[src/hw/rtl/pwf_pkg.sv]
// ----------------------------------------------------------------------------
// pwf_pkg
// shared types, constants and tables of the plane wave field block
// ----------------------------------------------------------------------------
package pwf_pkg;

    localparam int TRIG_BITS_DEF     = 16;
    localparam int CORDIC_STAGES_DEF = 16;
    localparam int ATAN_LEN          = 24;

    localparam int POS_W   = 24;
    localparam int FLD_W   = 32;
    localparam int K_W     = 32;
    localparam int PH_W    = 32;
    localparam int DRIVE_W = 16;
    localparam int CFG_AW  = 4;
    localparam int CFG_DW  = 32;
    localparam int CX_W    = 33;
    localparam int CZ_W    = 32;

    localparam logic signed [CX_W-1:0] GAIN_Q30 = 33'sd652032874;

    localparam logic signed [CZ_W-1:0] ATAN_TURNS [ATAN_LEN] = '{
        32'sd536870912, 32'sd316933406, 32'sd167458907, 32'sd85004756,
        32'sd42667331,  32'sd21354465,  32'sd10679838,  32'sd5340245,
        32'sd2670163,   32'sd1335087,   32'sd667544,    32'sd333772,
        32'sd166886,    32'sd83443,     32'sd41722,     32'sd20861,
        32'sd10430,     32'sd5215,      32'sd2608,      32'sd1304,
        32'sd652,       32'sd326,       32'sd163,       32'sd81
    };

    typedef enum logic [CFG_AW-1:0] {
        CFG_K_X      = 4'd0,
        CFG_K_Y      = 4'd1,
        CFG_K_Z      = 4'd2,
        CFG_PHASE    = 4'd3,
        CFG_DRIVE_X  = 4'd4,
        CFG_DRIVE_Y  = 4'd5,
        CFG_DRIVE_Z  = 4'd6,
        CFG_CIRCULAR = 4'd7
    } t_cfg_addr;

    typedef enum logic [1:0] {
        QUAD_0 = 2'd0,
        QUAD_1 = 2'd1,
        QUAD_2 = 2'd2,
        QUAD_3 = 2'd3
    } t_quad;

    typedef struct packed {
        logic signed [K_W-1:0]     wave_k_x;
        logic signed [K_W-1:0]     wave_k_y;
        logic signed [K_W-1:0]     wave_k_z;
        logic        [PH_W-1:0]    phase_offset;
        logic signed [DRIVE_W-1:0] drive_x;
        logic signed [DRIVE_W-1:0] drive_y;
        logic signed [DRIVE_W-1:0] drive_z;
        logic                      circular_mode;
    } t_cfg;

endpackage

[src/hw/rtl/pwf_phase.sv]
// ----------------------------------------------------------------------------
// pwf_phase
// two stage phase unit: k times position products, then sum with offset
// ----------------------------------------------------------------------------
module pwf_phase (
    input  logic                              i_clk,
    input  logic                              i_rst_n,
    input  logic                              i_en,
    input  logic                              i_vld,
    input  logic signed [pwf_pkg::POS_W-1:0]  i_pos_x,
    input  logic signed [pwf_pkg::POS_W-1:0]  i_pos_y,
    input  logic signed [pwf_pkg::POS_W-1:0]  i_pos_z,
    input  pwf_pkg::t_cfg                     i_cfg,
    output logic                              o_vld,
    output logic [pwf_pkg::PH_W-1:0]          o_phase
);

    localparam int MW = pwf_pkg::K_W + pwf_pkg::POS_W;

    logic signed [MW-1:0]            w_mx;
    logic signed [MW-1:0]            w_my;
    logic signed [MW-1:0]            w_mz;
    logic [pwf_pkg::PH_W-1:0]        r_px;
    logic [pwf_pkg::PH_W-1:0]        r_py;
    logic [pwf_pkg::PH_W-1:0]        r_pz;
    logic [pwf_pkg::PH_W-1:0]        r_phase;
    logic                            r_vld1;
    logic                            r_vld2;

    assign w_mx = i_cfg.wave_k_x * i_pos_x;
    assign w_my = i_cfg.wave_k_y * i_pos_y;
    assign w_mz = i_cfg.wave_k_z * i_pos_z;

    always_ff @(posedge i_clk) begin
        if (!i_rst_n) begin
            r_vld1 <= 1'b0;
            r_vld2 <= 1'b0;
        end else if (i_en) begin
            r_vld1 <= i_vld;
            r_vld2 <= r_vld1;
        end
    end

    // products wrap modulo one turn
    always_ff @(posedge i_clk) begin
        if (i_en) begin
            r_px    <= w_mx[pwf_pkg::PH_W-1:0];
            r_py    <= w_my[pwf_pkg::PH_W-1:0];
            r_pz    <= w_mz[pwf_pkg::PH_W-1:0];
            r_phase <= r_px + r_py + r_pz + i_cfg.phase_offset;
        end
    end

    assign o_vld   = r_vld2;
    assign o_phase = r_phase;

endmodule

[config.mk]
export PLATFORM = sky130hd
export DESIGN_NAME = pwf_phase
export DESIGN_NICKNAME = d
export VERILOG_FILES = /design/src/hw/rtl/pwf_pkg.sv /design/src/hw/rtl/pwf_phase.sv
export SDC_FILE = /design/constraint.sdc
export NUM_CORES = 2
export LEC_CHECK = 0
export BUFFER_PORTS_ARGS = -buffer_cell sky130_fd_sc_hd__buf_2
export CAP_MARGIN = 5
export CORE_MARGIN = 4
export CORE_UTILIZATION = 35
export CTS_CLUSTER_SIZE = 10
export DETAILED_ROUTE_END_ITERATION = 8
export PLACE_DENSITY_LB_ADDON = 0.08
export REMOVE_ABC_BUFFERS = 1
export SETUP_SLACK_MARGIN = 0.15
export SLEW_MARGIN = 40
export SYNTH_ARGS = -nofsm -noshare
export SYNTH_HDL_FRONTEND = slang
export SYNTH_SLANG_ARGS = --single-unit
[constraint.sdc]
create_clock -name i_clk -period 8.5 [get_ports i_clk]
set_input_delay 1.275 -clock i_clk [delete_from_list [all_inputs] [get_ports i_clk]]
set_output_delay 1.275 -clock i_clk [all_outputs]
set_load 0.005 [all_outputs]
==> flow_summary.toml <==
[run_status]
result_of_the_run = "completed"

[job]
number_of_maximum_capacitance_constraint_violations = 0

[global_routing]
wire_length_of_the_first_global_routing_pass_um = 233400
globalRouteOverflowTotal = 0
grt_antenna_before_repair = 2
first_global_vias = 39500
globalRouteTotalUtil = 0.1979
pin_count_of_the_biggest_net_entering_global_routing = 73

[route]
drc_marker_count_from_the_first_detailed_route_iteration = 1732
route.vias.total = 35740
final_antenna_net_count = 0
detail_route.wirelength_um = 146400
drc = 0
vias_per_cell = 4.695
wl_per_cell_um = 19.23
dr.pass1.iters = 5

[yosys]
yosysWarnings = 0
number_of_enable_type_register_cells_in_the_synthesized_netlist = 128
yosysSeqAreaShare = 0.07483
syn_area_per_cell_um2 = 9.371
synthFlopType = "sky130_fd_sc_hd__edfxtp_1"
mappedNetlistArea_um2 = 51900
synthCells = 5538
async_flop_share = 0
ys_seq_elements = 130
synthDistinctLibCells = 57

[sta]
rsz_0062_raised_after_global_routing = "false"
final.min_clock_period_ps = 7810
period_utilisation_layout = 0.9188
final_setup_violation_count = 0
skew_ps = 11.75
worst_slew_pin_slew_ps = 691.9
clock.fmax_mhz = 128.0
timing.max_slew.rel_slack = 0.5388
hold_violations = 0
timing.setup.tns_ps = 0
final-max-slew-violation-count = 0

[critical_path]
critical_path_class = "in2reg"
endpoint_kind = "flop"
crit_path_frequent_cell = "sky130_fd_sc_hd__fa_1"
crit_path_start_kind = "primary input"
cpLargestDelayFamily = "adder cells"
crit_path_cell_trace = "buf_2, and2_1, fa_1, fa_1, inv_1, fa_1, fa_1, inv_1, fa_1, fa_1, inv_1, fa_1, inv_1, ha_1, a21o_1, a21o_1, a21oi_1, o21a_1, o211ai_1, and2_1, a21o_1, a21oi_1, xnor2_1"
data_arrival_time_of_the_critical_path_ps = 7960
cp_slowest_stage_delay_ps = 580
worst-path-max-fanout = 20
critical_path.n_buffers_inverters = 5
critical_path.slowest_cell = "sky130_fd_sc_hd__fa_1"
cp.required_ps = 8650

[clock_network]
cts.hold.buffers_added = 0
ctsRootBufferMaster = "sky130_fd_sc_hd__clkbuf_16"
htreeDepth = 4
tritoncts = "built"
post_cts_buffers = 0
clkTransAtPathRegs_ps = 70
clock_sinks = 130
worst_skew_pair.late_latency_ps = 440
ctsResizeCount = 0
cts_buffer_depth = 2
cts_inserted_buffers = 17

[hold_path]
worstHoldPathType = "reg2reg"

[cells_and_area]
area.growth.synth_to_final_pct = 8.137
finish.cell_count_without_fillers = 7612
number_of_nets_in_the_layout = 7528
post-route-util = 0.3805
fillers = 15280
final_layout_size_suffix_gt1_frac = 0.06887

[floorplanning]
io-pin-count = 286
rows = 141
start_util = 0.3519
core_area_um2 = 147500
floorplan.die_area_um2 = 154500
height_of_the_chip_um = 393.1
chipWidth_um = 393.1

[place]
io_buffers = 236
place.detailed.hpwl_um = 127100
routabilityCongestion = 0.8050
dp_cells = 7574
[Yosys cell counts (12+ instances only)]
cell	number	share of area
sky130_fd_sc_hd__a21oi_1	80	0.0077
sky130_fd_sc_hd__clkbuf_1	239	0.017
sky130_fd_sc_hd__a31oi_1	12	0.0014
sky130_fd_sc_hd__a211oi_1	12	0.0017
sky130_fd_sc_hd__inv_1	1367	0.099
sky130_fd_sc_hd__nor2b_1	35	0.0042
sky130_fd_sc_hd__o21bai_1	21	0.0030
sky130_fd_sc_hd__and2_1	832	0.10
sky130_fd_sc_hd__a21o_1	37	0.0054
sky130_fd_sc_hd__fa_1	1229	0.47
sky130_fd_sc_hd__ha_1	382	0.092
sky130_fd_sc_hd__edfxtp_1	128	0.074
sky130_fd_sc_hd__o21a_1	22	0.0032
sky130_fd_sc_hd__nor2_1	51	0.0037
sky130_fd_sc_hd__nand3_1	12	0.0012
sky130_fd_sc_hd__xor2_1	47	0.0079
sky130_fd_sc_hd__nor3_1	22	0.0021
sky130_fd_sc_hd__xnor2_1	185	0.031
sky130_fd_sc_hd__nand2_1	660	0.048
sky130_fd_sc_hd__nand2b_1	26	0.0031
sky130_fd_sc_hd__o21ai_0	53	0.0051
[flip-flops by register name, indices dropped and copies added (netlist names)]
name,cells
r_px,32
r_pz,32
r_vld1,1
r_py,32
o_vld,1
o_phase,32
[path summary, 6_finish.rpt]
kind / startpoint / to / slack [ps] / cells past startpoint
max: i_pos_x[1] / r_px[26] / 690 / 23
min: o_vld / o_vld / 520 / 2
max reg2reg: r_py[1] / o_phase[21] / 3800 / 14
min reg2reg: o_vld / o_vld / 520 / 2
[placed cells by master, fill, tap and decap left out, types with 6 or more instances in the layout]
cell type and n:
sky130_fd_sc_hd__and3_1 6, sky130_fd_sc_hd__and2_1 832, sky130_fd_sc_hd__fa_1 1229, sky130_fd_sc_hd__inv_1 1367, sky130_fd_sc_hd__nand2_1 660, sky130_fd_sc_hd__o31ai_1 7
sky130_fd_sc_hd__inv_6 8, sky130_fd_sc_hd__nor3_1 22, sky130_fd_sc_hd__o21bai_1 21, sky130_fd_sc_hd__buf_2 235, sky130_fd_sc_hd__o21ai_0 53, sky130_fd_sc_hd__nor2_1 51
sky130_fd_sc_hd__clkbuf_16 17, sky130_fd_sc_hd__o21a_1 22, sky130_fd_sc_hd__a31oi_1 12, sky130_fd_sc_hd__or3_1 7, sky130_fd_sc_hd__a211oi_1 12, sky130_fd_sc_hd__buf_4 107
sky130_fd_sc_hd__a21o_1 37, sky130_fd_sc_hd__nor2b_1 35, sky130_fd_sc_hd__xnor2_1 185, sky130_fd_sc_hd__nand2b_1 26, sky130_fd_sc_hd__xor2_1 47, sky130_fd_sc_hd__ha_1 382
sky130_fd_sc_hd__nand3_1 12, sky130_fd_sc_hd__a21oi_1 80, sky130_fd_sc_hd__edfxtp_1 128
[worst reg2reg max path, delay by kind of cell, from the launching register on]
kind                       cells  cell delay, ps
AOI/OAI and AO/OA              6            1490
xor gates and xnor gates       1             390
adders and majority gates      4            1680
buffers and inverters          1              80
DFF                            1             550
and+or+nand+nor                2             270
[stage by stage]
stage	cell area (um^2)	setup slack, ps	hold WS [ps]
2_1_floorplan	51000	1305	482.4
3_3_place_gp	55450	152.3	512.1
3_5_place_dp	55450	240.1	509.1
4_1_cts	56080	666.8	527.2
5_1_grt	56110	375.9	552.7
6_report	56120	690.5	520.3
[final cells by class]
type,count,area [um^2],share of cell area
Antenna cell,5,12.51,0.0002229
Clock buffer,17,425.4,0.007580
Clock inverter,15,210.2,0.003745
Inverter,1367,5131,0.09143
Multi-Input combinational cell,3802,41990,0.7483
Sequential cell,130,3884,0.06920
Tap cell,1930,2415,0.04303
Timing Repair Buffer,346,2051,0.03654
[layer usage]
| metal | GRT usage | part of all wire |
|---|---|---|
| met4 | 0.02889 | 0.015 |
| met1 | 0.2882 | 0.48 |
| met5 | 0 | 0 |
| met2 | 0.3296 | 0.48 |
| met3 | 0.01618 | 0.033 |
[cell families (layout without fill, tap and decap cells)]
group | after synthesis | after routing | synth area share
other | 0 | 5 | 0
muxes | 5 | 5 | 0.0009644
adders and majority gates | 1611 | 1611 | 0.5662
AOI/OAI and AO/OA | 292 | 292 | 0.03737
and+or+nand+nor | 1662 | 1662 | 0.1654
xor gates and xnor gates | 232 | 232 | 0.03915
DFF | 130 | 130 | 0.07483
buffers and inverters | 1606 | 1745 | 0.1162
Power is not shown: default switching activity piles up to over one toggle a cycle in this logic, so the estimate is an artifact.
