`config.mk`:
```
export PLATFORM = sky130hd
export DESIGN_NAME = pwf_cordic
export DESIGN_NICKNAME = d
export VERILOG_FILES = /design/src/hw/rtl/pwf_pkg.sv /design/src/hw/rtl/pwf_cordic.sv
export SDC_FILE = /design/constraint.sdc
export NUM_CORES = 2
export LEC_CHECK = 0
export BUFFER_PORTS_ARGS = -buffer_cell sky130_fd_sc_hd__buf_2
export CAP_MARGIN = 0
export CORE_MARGIN = 2
export CORE_UTILIZATION = 55
export DETAILED_ROUTE_END_ITERATION = 16
export GPL_TIMING_DRIVEN = 0
export PLACE_DENSITY_LB_ADDON = 0.15
export SLEW_MARGIN = 20
export SYNTH_ARGS = -nofsm -noshare
export SYNTH_HDL_FRONTEND = slang
export SYNTH_SLANG_ARGS = --single-unit
```
`constraint.sdc`:
```
create_clock -name i_clk -period 5 [get_ports i_clk]
set_input_delay 0.5 -clock i_clk [delete_from_list [all_inputs] [get_ports i_clk]]
set_output_delay 0.5 -clock i_clk [all_outputs]
set_load 0.005 [all_outputs]
```
`src/hw/rtl/pwf_pkg.sv`:
```
// ----------------------------------------------------------------------------
// pwf_pkg
// shared types, constants and tables of the plane wave field block
// ----------------------------------------------------------------------------
package pwf_pkg;

    localparam int TRIG_BITS_DEF     = 16;
    localparam int CORDIC_STAGES_DEF = 16;
    localparam int ATAN_LEN          = 24;

    localparam int POS_W   = 24;
    localparam int FLD_W   = 32;
    localparam int K_W     = 32;
    localparam int PH_W    = 32;
    localparam int DRIVE_W = 16;
    localparam int CFG_AW  = 4;
    localparam int CFG_DW  = 32;
    localparam int CX_W    = 33;
    localparam int CZ_W    = 32;

    localparam logic signed [CX_W-1:0] GAIN_Q30 = 33'sd652032874;

    localparam logic signed [CZ_W-1:0] ATAN_TURNS [ATAN_LEN] = '{
        32'sd536870912, 32'sd316933406, 32'sd167458907, 32'sd85004756,
        32'sd42667331,  32'sd21354465,  32'sd10679838,  32'sd5340245,
        32'sd2670163,   32'sd1335087,   32'sd667544,    32'sd333772,
        32'sd166886,    32'sd83443,     32'sd41722,     32'sd20861,
        32'sd10430,     32'sd5215,      32'sd2608,      32'sd1304,
        32'sd652,       32'sd326,       32'sd163,       32'sd81
    };

    typedef enum logic [CFG_AW-1:0] {
        CFG_K_X      = 4'd0,
        CFG_K_Y      = 4'd1,
        CFG_K_Z      = 4'd2,
        CFG_PHASE    = 4'd3,
        CFG_DRIVE_X  = 4'd4,
        CFG_DRIVE_Y  = 4'd5,
        CFG_DRIVE_Z  = 4'd6,
        CFG_CIRCULAR = 4'd7
    } t_cfg_addr;

    typedef enum logic [1:0] {
        QUAD_0 = 2'd0,
        QUAD_1 = 2'd1,
        QUAD_2 = 2'd2,
        QUAD_3 = 2'd3
    } t_quad;

    typedef struct packed {
        logic signed [K_W-1:0]     wave_k_x;
        logic signed [K_W-1:0]     wave_k_y;
        logic signed [K_W-1:0]     wave_k_z;
        logic        [PH_W-1:0]    phase_offset;
        logic signed [DRIVE_W-1:0] drive_x;
        logic signed [DRIVE_W-1:0] drive_y;
        logic signed [DRIVE_W-1:0] drive_z;
        logic                      circular_mode;
    } t_cfg;

endpackage

```
`src/hw/rtl/pwf_cordic.sv`:
```
// ----------------------------------------------------------------------------
// pwf_cordic
// rotation mode cordic, one register stage per iteration
// ----------------------------------------------------------------------------
module pwf_cordic #(
    parameter int CORDIC_STAGES = pwf_pkg::CORDIC_STAGES_DEF
) (
    input  logic                              i_clk,
    input  logic                              i_rst_n,
    input  logic                              i_en,
    input  logic                              i_vld,
    input  logic [pwf_pkg::PH_W-1:0]          i_phase,
    output logic                              o_vld,
    output logic signed [pwf_pkg::CX_W-1:0]   o_x,
    output logic signed [pwf_pkg::CX_W-1:0]   o_y,
    output pwf_pkg::t_quad                    o_quad
);

    localparam int N = (CORDIC_STAGES < pwf_pkg::ATAN_LEN) ? CORDIC_STAGES
                                                             : pwf_pkg::ATAN_LEN;
    localparam int XW = pwf_pkg::CX_W;
    localparam int ZW = pwf_pkg::CZ_W;

    logic signed [XW-1:0]  a_x [N];
    logic signed [XW-1:0]  a_y [N];
    logic signed [ZW-1:0]  a_z [N];
    pwf_pkg::t_quad        a_q [N];
    logic                  a_v [N];
    logic signed [XW-1:0]  r_x [N];
    logic signed [XW-1:0]  r_y [N];
    logic signed [ZW-1:0]  r_z [N];
    pwf_pkg::t_quad        r_q [N];
    logic                  r_v [N];

    assign a_x[0] = pwf_pkg::GAIN_Q30;
    assign a_y[0] = '0;
    assign a_z[0] = {2'b00, i_phase[pwf_pkg::PH_W-3:0]};
    assign a_q[0] = pwf_pkg::t_quad'(i_phase[pwf_pkg::PH_W-1:pwf_pkg::PH_W-2]);
    assign a_v[0] = i_vld;

    for (genvar g = 0; g < N; g++) begin : g_stage
        logic signed [XW-1:0] w_dx;
        logic signed [XW-1:0] w_dy;

        if (g > 0) begin : g_link
            assign a_x[g] = r_x[g-1];
            assign a_y[g] = r_y[g-1];
            assign a_z[g] = r_z[g-1];
            assign a_q[g] = r_q[g-1];
            assign a_v[g] = r_v[g-1];
        end

        assign w_dx = a_y[g] >>> g;
        assign w_dy = a_x[g] >>> g;

        always_ff @(posedge i_clk) begin
            if (!i_rst_n) begin
                r_v[g] <= 1'b0;
            end else if (i_en) begin
                r_v[g] <= a_v[g];
            end
        end

        always_ff @(posedge i_clk) begin
            if (i_en) begin
                r_q[g] <= a_q[g];
                if (!a_z[g][ZW-1]) begin
                    r_x[g] <= a_x[g] - w_dx;
                    r_y[g] <= a_y[g] + w_dy;
                    r_z[g] <= a_z[g] - pwf_pkg::ATAN_TURNS[g];
                end else begin
                    r_x[g] <= a_x[g] + w_dx;
                    r_y[g] <= a_y[g] - w_dy;
                    r_z[g] <= a_z[g] + pwf_pkg::ATAN_TURNS[g];
                end
            end
        end
    end

    assign o_vld  = r_v[N-1];
    assign o_x    = r_x[N-1];
    assign o_y    = r_y[N-1];
    assign o_quad = r_q[N-1];

endmodule

```
==> flow_summary.yaml <==
status:
  status: "finished, final reports clean"
clock_tree:
  cts_root_buf: "clkbuf_16"
  clock_latency_ns: 0.85
  clk_pin_slew_ns: 0.06
  cts_tree: "built"
  clockBufferDepth: 3
  numCtsBuffers: 165
  clock_sinks: 1418
  htree_levels: 4
floorplanning:
  fp.dieH_um: 466
  io_pins: 105
  num_rows: 169
  die-area_um2: 217000
  die_x_um: 466
  initial_core_util: 0.553
  coreArea_um2: 212000
sta:
  skew_ns: 0.0326
  period_needed_ns: 4.96
  max_clock_freq_mhz: 202
  relSlewSlack: 0.292
  rsz0062_at_grt: "true"
  worst_pin_slew_ns: 1.06
  min_period_over_period: 0.992
  final-max-slew-violation-count: 0
  setup_violations: 0
  finalHoldViolCount: 0
  setup_ws_ns: 0.0419
global_routing:
  grt_pass1_vias: 89800
  grt_pass1_wl_mm: 488
  overflow: 0
  grtUsageTotal: 0.280
  grt_max_degree: 62
  antenna_found_initial: 1
synth:
  synth_seq_cells: 1418
  synth_commonest_cells: "edfxtp_1 (1417), ha_1 (1315), a21oi_1 (1262), xnor2_1 (1075), nor2_1 (865)"
  synth_edf_count: 1417
  ys_top_cells_by_area: "edfxtp_1 (36%), ha_1 (14%), xnor2_1 (8.0%), a21oi_1 (5.4%), xor2_1 (4.8%)"
  synth_area_leader_cell: "edfxtp_1"
  seq_area_frac_synth: 0.363
  synth_top_area_frac: 0.363
  synth_most_common_cell: "edfxtp_1"
  ys.flop_type: "edfxtp_1"
  syn_nets: 13500
  netlist_instances: 12100
  async_flop_share: 0
  syn_avg_cell_area_um2: 9.71
  ys_types: 110
  syn_area_um2: 117000
  yosysWarningCount: 0
detailed_routing:
  antenna_left: 0
  drt_pre_antenna_iters: 6
  post_drt_wl_per_cell_um: 20.2
  via_per_inst: 6.08
  routed.top_layer: "met4"
  first_iter_violations: 7645
  vias: 93800
  wl_met1_mm: 135
  met3WireLength_mm: 16.9
  route.detailed.drc: 0
  routed-wl-met2_mm: 147
  wirelength_mm: 312
setup_path:
  rrSetupSlack_ns: 0.04
  crit_buf_inv: 3
  crit_top_cell: "a21oi_1"
  cp.depth: 18
  crit_start: "r_z[1][63]$_DFFE_PP_"
  timing.rr.start: "r_z[1][63]$_DFFE_PP_"
  r2r-end: "r_x[10][32]$_DFFE_PP_"
  cp_max_fo: 10
  critPathKind: "register to register"
  path_delay_family: "compound AO/OA/AOI/OAI gates"
  worst_ep_required_time_ns: 5.56
  start_kind: "register"
  reg2reg_depth: 18
  endpoint_kind: "register"
  cp.arrival_ns: 5.52
  cpPeakStageDelay_ns: 0.46
  path_cells: "nand2_2, inv_1, clkbuf_2, buf_2, a21oi_1, xor2_1, ha_1, a21o_1, nand2_1, a31oi_1, a31o_2, a211oi_2, o31a_1, o21ai_1, o21a_1, a221o_1, a21oi_1, xnor2_1"
  cpMaxStageDelayCell: "xor2_1"
placed_design:
  portBuffers: 104
  place_congestion: 0.972
  dp_slack_ns: -4.22
  hpwl_mm: 247
cells_and_area:
  area_delta_synth_final_pct: 11.0
  final_util: 0.614
  nets: 13900
  drive_above_1_share: 0.0747
hold_path:
  min_from: "i_rst_n"
  hold_path_class: "input port to register"
  min_to: "r_v[1][6]$_DFFE_PP_"
  worstHoldPathCells: 2
flow_run:
  cap_viol_max_count: 0
registers in the layout (all words and copies together), names as in the netlist:
signal	flops
r_y	463
r_x	461
r_z	446
r_q	32
r_v	16
placed cells by master, fill, tap and decap left out, types with 46 or more instances in the layout:
| cell type | netlist | routed |
|---|---|---|
| nand3_1 | 199 | 199 |
| nor2_1 | 865 | 859 |
| nor2b_1 | 186 | 184 |
| nand4_1 | 100 | 100 |
| edfxtp_1 | 1417 | 1417 |
| o21a_1 | 177 | 177 |
| mux2i_1 | 50 | 47 |
| o21ai_0 | 667 | 648 |
| inv_1 | 444 | 438 |
| or3_1 | 68 | 64 |
| buf_2 | 1 | 120 |
| nand2_1 | 720 | 708 |
| mux2_2 | 54 | 54 |
| a211oi_1 | 106 | 96 |
| a21oi_1 | 1262 | 1245 |
| a21o_1 | 622 | 622 |
| nand2b_1 | 209 | 209 |
| o21bai_1 | 156 | 156 |
| xnor2_1 | 1075 | 1071 |
| a31oi_1 | 117 | 111 |
| and2_1 | 47 | 46 |
| and3_1 | 115 | 114 |
| ha_1 | 1315 | 1309 |
| xor2_1 | 637 | 634 |
| o31ai_1 | 132 | 123 |
| clkbuf_1 | 196 | 144 |
| nor3_1 | 264 | 243 |
| clkbuf_16 | 0 | 167 |
| buf_4 | 0 | 83 |
| nor4_1 | 72 | 49 |
final cells by class:
type	count	area, um2
clock buffers	187	4240
inverters	448	1700
diodes	2	5.00
repair buffers	256	2360
well taps	2821	3530
fillers	17600	81800
multi-input cells	9966	73200
clock inverters	115	1370
plain buffers	225	1110
flip-flops and latches	1418	42600
worst reg2reg max path, stage by stage (launching register included):
cell,delay (ns)
edfxtp_1,0.44
nand2_2,0.22
inv_1,0.13
clkbuf_2,0.24
buf_2,0.26
a21oi_1,0.17
xor2_1,0.46
ha_1,0.39
a21o_1,0.20
nand2_1,0.08
a31oi_1,0.16
a31o_2,0.32
a211oi_2,0.24
o31a_1,0.24
o21ai_1,0.15
o21a_1,0.25
a221o_1,0.30
a21oi_1,0.28
xnor2_1,0.17
routing by layer:
layer,up-vias,track usage
met5,-,0
met4,0,0.120
met3,630,0.0309
met2,2873,0.471
met1,44500,0.365
li1,45800,-
cell families after synthesis:
| logic type | after synthesis | synth area share |
|---|---|---|
| xor+xnor | 1713 | 0.128 |
| mux | 106 | 0.00975 |
| buf+inv | 682 | 0.0219 |
| compound gates | 3762 | 0.204 |
| simple gates | 3031 | 0.126 |
| fa+ha+maj | 1354 | 0.147 |
| flops | 1418 | 0.363 |
worst max-delay path by stage:
stage	slack (ns)	end
floorplan	0.004	r_z[0][59]$_DFFE_PP_
global placement	-5.29	r_z[0][59]$_DFFE_PP_
detailed placement	-4.22	r_z[0][59]$_DFFE_PP_
CTS	0.005	r_x[10][31]$_DFFE_PP_
global route	-0.1	r_x[10][26]$_DFFE_PP_
finish	0.04	r_x[10][32]$_DFFE_PP_
through the flow:
stage	instances	hold WS, ns	setup TNS [ns]	instance area (um2)
2_1_floorplan	12100	0.400	0	117000
3_3_place_gp	15000	0.401	-7733.96	121000
3_5_place_dp	15000	0.405	-1623.52	122000
4_1_cts	15400	0.0165	0	129000
5_1_grt	15400	0.0500	-0.787	130000
6_report	15400	0.0672	0	130000
repair_timing:
item / in CTS / in global routing
hold buffers: 36 / 0
endpoints found under the hold margin: 36 / 0
gates cloned: 1 / 0
buffers inserted: 12 / 70
endpoints found under the setup margin: 824 / 131
resized for setup: 126 / 218
pin swaps: 3 / 37
Power is not shown: default switching activity piles up to over one toggle a cycle in this logic, so the estimate is an artifact.
