===== src/hw/rtl/pwf_pkg.sv =====
// ----------------------------------------------------------------------------
// pwf_pkg
// shared types, constants and tables of the plane wave field block
// ----------------------------------------------------------------------------
package pwf_pkg;

    localparam int TRIG_BITS_DEF     = 16;
    localparam int CORDIC_STAGES_DEF = 16;
    localparam int ATAN_LEN          = 24;

    localparam int POS_W   = 24;
    localparam int FLD_W   = 32;
    localparam int K_W     = 32;
    localparam int PH_W    = 32;
    localparam int DRIVE_W = 16;
    localparam int CFG_AW  = 4;
    localparam int CFG_DW  = 32;
    localparam int CX_W    = 33;
    localparam int CZ_W    = 32;

    localparam logic signed [CX_W-1:0] GAIN_Q30 = 33'sd652032874;

    localparam logic signed [CZ_W-1:0] ATAN_TURNS [ATAN_LEN] = '{
        32'sd536870912, 32'sd316933406, 32'sd167458907, 32'sd85004756,
        32'sd42667331,  32'sd21354465,  32'sd10679838,  32'sd5340245,
        32'sd2670163,   32'sd1335087,   32'sd667544,    32'sd333772,
        32'sd166886,    32'sd83443,     32'sd41722,     32'sd20861,
        32'sd10430,     32'sd5215,      32'sd2608,      32'sd1304,
        32'sd652,       32'sd326,       32'sd163,       32'sd81
    };

    typedef enum logic [CFG_AW-1:0] {
        CFG_K_X      = 4'd0,
        CFG_K_Y      = 4'd1,
        CFG_K_Z      = 4'd2,
        CFG_PHASE    = 4'd3,
        CFG_DRIVE_X  = 4'd4,
        CFG_DRIVE_Y  = 4'd5,
        CFG_DRIVE_Z  = 4'd6,
        CFG_CIRCULAR = 4'd7
    } t_cfg_addr;

    typedef enum logic [1:0] {
        QUAD_0 = 2'd0,
        QUAD_1 = 2'd1,
        QUAD_2 = 2'd2,
        QUAD_3 = 2'd3
    } t_quad;

    typedef struct packed {
        logic signed [K_W-1:0]     wave_k_x;
        logic signed [K_W-1:0]     wave_k_y;
        logic signed [K_W-1:0]     wave_k_z;
        logic        [PH_W-1:0]    phase_offset;
        logic signed [DRIVE_W-1:0] drive_x;
        logic signed [DRIVE_W-1:0] drive_y;
        logic signed [DRIVE_W-1:0] drive_z;
        logic                      circular_mode;
    } t_cfg;

endpackage


===== src/hw/rtl/pwf_drive.sv =====
// ----------------------------------------------------------------------------
// pwf_drive
// quadrant fold and rounding, drive products, saturation to field items
// ----------------------------------------------------------------------------
module pwf_drive #(
    parameter int TRIG_BITS = pwf_pkg::TRIG_BITS_DEF
) (
    input  logic                              i_clk,
    input  logic                              i_rst_n,
    input  logic                              i_en,
    input  logic                              i_vld,
    input  logic signed [pwf_pkg::CX_W-1:0]   i_x,
    input  logic signed [pwf_pkg::CX_W-1:0]   i_y,
    input  pwf_pkg::t_quad                    i_quad,
    input  pwf_pkg::t_cfg                     i_cfg,
    output logic                              o_vld,
    output logic signed [pwf_pkg::FLD_W-1:0]  o_field_x,
    output logic signed [pwf_pkg::FLD_W-1:0]  o_field_y,
    output logic signed [pwf_pkg::FLD_W-1:0]  o_field_z
);

    localparam int CW = pwf_pkg::CX_W + 1;
    localparam int SH = 31 - TRIG_BITS;
    localparam int PW = pwf_pkg::DRIVE_W + TRIG_BITS;
    localparam int EW = (PW > pwf_pkg::FLD_W) ? PW : pwf_pkg::FLD_W + 1;
    localparam int FW = pwf_pkg::FLD_W;

    localparam logic signed [CW-1:0] HALF = CW'(64'sd1 <<< (SH - 1));
    localparam logic signed [CW-1:0] LIM  = CW'((64'sd1 <<< (TRIG_BITS - 1)) - 64'sd1);
    localparam logic signed [EW-1:0] FMAX = EW'(64'sd2147483647);
    localparam logic signed [EW-1:0] FMIN = EW'(-64'sd2147483648);

    logic signed [CW-1:0]         w_c;
    logic signed [CW-1:0]         w_s;
    logic signed [CW-1:0]         w_cr;
    logic signed [CW-1:0]         w_sr;
    logic signed [TRIG_BITS-1:0]  w_ct;
    logic signed [TRIG_BITS-1:0]  w_st;
    logic signed [TRIG_BITS-1:0]  r_cos;
    logic signed [TRIG_BITS-1:0]  r_sin;
    logic signed [TRIG_BITS-1:0]  w_ty;
    logic signed [PW-1:0]         r_px;
    logic signed [PW-1:0]         r_py;
    logic signed [PW-1:0]         r_pz;
    logic signed [EW-1:0]         w_ex;
    logic signed [EW-1:0]         w_ey;
    logic signed [EW-1:0]         w_ez;
    logic signed [FW-1:0]         r_fx;
    logic signed [FW-1:0]         r_fy;
    logic signed [FW-1:0]         r_fz;
    logic                         r_vld_a;
    logic                         r_vld_b;
    logic                         r_vld_c;

    function automatic logic signed [TRIG_BITS-1:0] clamp_trig(
        input logic signed [CW-1:0] v
    );
        logic signed [CW-1:0] t;
        t = v;
        if (t > LIM) begin
            t = LIM;
        end else if (t < -LIM) begin
            t = -LIM;
        end
        return t[TRIG_BITS-1:0];
    endfunction

    function automatic logic signed [FW-1:0] sat_field(input logic signed [EW-1:0] v);
        logic signed [EW-1:0] t;
        t = v;
        if (t > FMAX) begin
            t = FMAX;
        end else if (t < FMIN) begin
            t = FMIN;
        end
        return t[FW-1:0];
    endfunction

    always_comb begin
        case (i_quad)
            pwf_pkg::QUAD_0: begin
                w_c = CW'(i_x);
                w_s = CW'(i_y);
            end
            pwf_pkg::QUAD_1: begin
                w_c = -CW'(i_y);
                w_s = CW'(i_x);
            end
            pwf_pkg::QUAD_2: begin
                w_c = -CW'(i_x);
                w_s = -CW'(i_y);
            end
            pwf_pkg::QUAD_3: begin
                w_c = CW'(i_y);
                w_s = -CW'(i_x);
            end
            default: begin
                w_c = CW'(i_x);
                w_s = CW'(i_y);
            end
        endcase
    end

    // round half up, then floor shift to trig precision
    assign w_cr = (w_c + HALF) >>> SH;
    assign w_sr = (w_s + HALF) >>> SH;
    assign w_ct = clamp_trig(w_cr);
    assign w_st = clamp_trig(w_sr);

    assign w_ty = i_cfg.circular_mode ? r_sin : r_cos;

    assign w_ex = EW'(r_px);
    assign w_ey = EW'(r_py);
    assign w_ez = EW'(r_pz);

    always_ff @(posedge i_clk) begin
        if (!i_rst_n) begin
            r_vld_a <= 1'b0;
            r_vld_b <= 1'b0;
            r_vld_c <= 1'b0;
        end else if (i_en) begin
            r_vld_a <= i_vld;
            r_vld_b <= r_vld_a;
            r_vld_c <= r_vld_b;
        end
    end

    always_ff @(posedge i_clk) begin
        if (i_en) begin
            r_cos <= w_ct;
            r_sin <= w_st;
            r_px  <= i_cfg.drive_x * r_cos;
            r_py  <= i_cfg.drive_y * w_ty;
            r_pz  <= i_cfg.drive_z * r_cos;
            r_fx  <= sat_field(w_ex);
            r_fy  <= sat_field(w_ey);
            r_fz  <= i_cfg.circular_mode ? '0 : sat_field(w_ez);
        end
    end

    assign o_vld     = r_vld_c;
    assign o_field_x = r_fx;
    assign o_field_y = r_fy;
    assign o_field_z = r_fz;

endmodule


===== config.mk =====
export PLATFORM = sky130hd
export DESIGN_NAME = pwf_drive
export DESIGN_NICKNAME = d
export VERILOG_FILES = /design/src/hw/rtl/pwf_pkg.sv /design/src/hw/rtl/pwf_drive.sv
export SDC_FILE = /design/constraint.sdc
export NUM_CORES = 2
export LEC_CHECK = 0
export ABC_AREA = 1
export BUFFER_PORTS_ARGS = -buffer_cell sky130_fd_sc_hd__clkbuf_2
export CAP_MARGIN = 20
export CORE_UTILIZATION = 50
export DETAILED_ROUTE_END_ITERATION = 6
export PLACE_DENSITY_LB_ADDON = 0.2
export SLEW_MARGIN = 25
export SYNTH_ARGS = -nofsm -noshare
export SYNTH_HDL_FRONTEND = slang
export SYNTH_SLANG_ARGS = --single-unit

===== constraint.sdc =====
create_clock -name i_clk -period 6.8 [get_ports i_clk]
set_input_delay 1.36 -clock i_clk [delete_from_list [all_inputs] [get_ports i_clk]]
set_output_delay 1.36 -clock i_clk [all_outputs]
set_load 0.005 [all_outputs]

==> flow_summary.ini <==
[synthesis]
yosysMostFrequentCell = inv_1
synth-simple-area-share_pct = 17.86
synth_flop_cell = edfxtp_1
synth_top_family_by_area = adder cells
yosysTopAreaCellShare_pct = 38.05
synth_common_cells = inv_1, nand2_1, fa_1, nor2_1, ha_1
synth.area.top_cells = fa_1, edfxtp_1, inv_1
synth_top_area_cell = fa_1
synth_cell_types = 52
netlist_area_mm2 = 0.04135
synth_compound_area_share_pct = 3.292
syn_area_per_cell_um2 = 8.368
synth-seq-area-share_pct = 16.41
synthAdderAreaFrac_pct = 45.55
syn_inst = 4942
ys_async_sr_fraction_pct = 0
synth_nets = 6225
synth-edff-count = 224
synth_xor_area_share_pct = 2.584
ys_ff_latch = 227
ys_warn_count = 0
muxShareOfSynthArea_pct = 0.02420

[worst_setup_path]
cp_max_fo = 11
critPathSlowestCell = fa_2
r2r-end = r_px[30]$_DFFE_PP_
endpoint = r_px[30]$_DFFE_PP_
rrSetupSlack_ns = 0.44
critPathMaxStageDelay_ns = 0.62
critPathLaunchType = input pin
crit_start = i_cfg[48]
ff2ff_path_depth = 26
cp_data_arrival_time_ns = 6.92
r2r_start = r_cos[15]$_SDFFCE_PP0P_
endpoint_kind = register
crit_type = in2reg
cp_data_required_time_ns = 7.13
path_cells = buf_4, nand2_1, inv_1, fa_2, fa_2, buf_4, fa_1, fa_1, fa_1, inv_1, fa_1, inv_1, ha_1, nand2_1, nor2_2, buf_4, nand2_1, nor4_2, nand2_1, o211ai_1, a21oi_1, nor2_1, nor2_1, xor2_1

[floorplan]
die_area_mm2 = 0.08386
dieHeight_um = 289.6
die_w_um = 289.6
initial_core_util_pct = 50.45
core_area_mm2 = 0.08198
boundaryPins = 346
num_rows = 105

[final_layout]
fin_util_pct = 58.20
stdcell_count = 6491
nFillCells = 7591
nNetsFinal = 6684
layout-drive-gt1-share_pct = 17.14
area_delta_synth_final_pct = 15.37

[detailed_routing]
vias_per_cell = 4.958
routed_wl_mm = 103.7
wl_per_cell_um = 15.97
drc = 0
vias = 32184
ant_nets = 0
drt-pass1-iter-count = 6
drtIter0Drc = 1969

[timing]
hold_viol = 0
post-route-period-util_pct = 96.87
fmax_ghz = 0.1518
min_period_ns = 6.587
clock_skew_ns = 0.03569
final_max_slew_viol_count = 0
setup_viol = 0
fin_ws_ns = 0.2130
max_slew.worst_pin.slew_ns = 0.8423
relSlewSlack_pct = 43.85

[place]
portBuffers = 217
dp_hpwl_mm = 88.99
dp_slack_ns = -0.6010
gp_congestion = 0.9479
dp.cells = 6422

[clock_network]
cts_buffers = 27
ctsHoldBuffers = 0
cts_buffer_depth = 3
cts_sinks = 227
cts-root-buf = clkbuf_16
clkTransAtPathRegs_ns = 0.06
clock_latency_ns = 0.58
cts_max_level = 1
cts_tree = done

[min_path]
hp-class = reg2reg
whs_path_depth = 0

[grt]
grt_pass1_vias = 33651
globalRouteOverflowTotal = 0
antenna_found_initial = 6
grt_pass1_wl_mm = 169.6
grt_max_degree = 126
grt_use_total_pct = 25.77

[job]
maxCapViolCount = 0

[outcome]
status = finished clean
==> layout by cell type (no fill, tap or decap), types with 11 or more instances in the layout <==
| master | n |
|---|---|
| a21oi_1 | 87 |
| buf_12 | 17 |
| buf_4 | 428 |
| clkbuf_16 | 27 |
| clkbuf_2 | 213 |
| clkinv_1 | 11 |
| edfxtp_1 | 224 |
| fa_1 | 772 |
| fa_2 | 14 |
| ha_1 | 238 |
| inv_1 | 1293 |
| inv_2 | 17 |
| nand2_1 | 1029 |
| nand2_2 | 44 |
| nand3_1 | 145 |
| nand3b_1 | 12 |
| nand4_1 | 26 |
| nor2_1 | 381 |
| nor2_2 | 38 |
| nor2_4 | 13 |
| o21ai_0 | 74 |
| o21ai_1 | 12 |
| or2_2 | 32 |
| xnor2_1 | 46 |
| xor2_1 | 76 |
==> layout make-up <==
| cell class | instances | area, um2 | area share (%) |
|---|---|---|---|
| Inverter | 1321 | 4982 | 10.44 |
| Clock buffer | 32 | 694.4 | 1.455 |
| Timing Repair inverter | 1 | 7.507 | 0.01573 |
| Tap cell | 1070 | 1339 | 2.806 |
| Antenna cell | 2 | 5.005 | 0.01049 |
| Timing Repair Buffer | 667 | 4725 | 9.902 |
| Clock inverter | 15 | 133.9 | 0.2806 |
| Multi-Input combinational cell | 3156 | 29040 | 60.86 |
| Sequential cell | 227 | 6787 | 14.22 |
==> worst max-delay path: cells and delay by family <==
| family | cells | cell delay (ns) |
|---|---|---|
| buffers and inverters | 6 | 0.62 |
| XOR/XNOR | 1 | 0.13 |
| AO/OA/AOI/OAI | 2 | 0.33 |
| AND/OR/NAND/NOR | 8 | 0.90 |
| adder cells (fa/ha/maj) | 7 | 3.55 |
==> what timing repair did <==
| action | CTS | global route |
|---|---|---|
| setup buffers | 0 | 19 |
| hold endpoints to repair | 0 | 0 |
| setup endpoints to repair | 0 | 20 |
| resized for setup | 0 | 97 |
==> metal layers <==
metal	up-vias	global-route usage (%)	share of wire, %
met1	15852	32.72	41
met2	885	45.27	50
met5	-	0	0.029
met3	181	3.438	5.8
li1	15260	-	-
met4	6	8.652	3.6
==> metrics by stage <==
step	instance area [um2]	hold WS (ns)	TNS, ns
after floorplan	41590	0.4495	-0.08890
after global placement	46380	0.4013	-10.01
after detailed placement	46380	0.4045	-11.33
after CTS	47210	0.4145	0
after global routing	47710	0.4253	-0.1235
final	47710	0.4148	0
==> cell families after synthesis <==
family                   Yosys count
multiplexers                       1
adder cells (fa/ha/maj)         1034
AND/OR/NAND/NOR                 1756
flip-flops                       227
buffers and inverters           1559
XOR/XNOR                         122
AO/OA/AOI/OAI                    243
==> sequential cells by signal, indices dropped and copies added (netlist names) <==
signal / count
o_field_x: 32
o_field_y: 32
o_field_z: 32
o_vld: 1
r_cos: 16
r_px: 32
r_py: 32
r_pz: 32
r_sin: 16
r_vld_a: 1
r_vld_b: 1
==> how the worst min path moves through the flow <==
stage               slack, ns                  from                     endpoint
floorplan                0.45  r_vld_a$_SDFFE_PN0P_         r_vld_b$_SDFFE_PN0P_
global placement         0.40    r_py[11]$_DFFE_PP_  o_field_y[11]$_SDFFCE_PN1P_
detailed placement       0.40    r_px[20]$_DFFE_PP_  o_field_x[20]$_SDFFCE_PN1P_
CTS                      0.41    r_py[30]$_DFFE_PP_  o_field_y[30]$_SDFFCE_PN1P_
global route             0.43    r_py[30]$_DFFE_PP_  o_field_y[30]$_SDFFCE_PN1P_
finish                   0.41    r_py[30]$_DFFE_PP_  o_field_y[30]$_SDFFCE_PN1P_
Power is not shown: default switching activity piles up to over one toggle a cycle in this logic, so the estimate is an artifact.
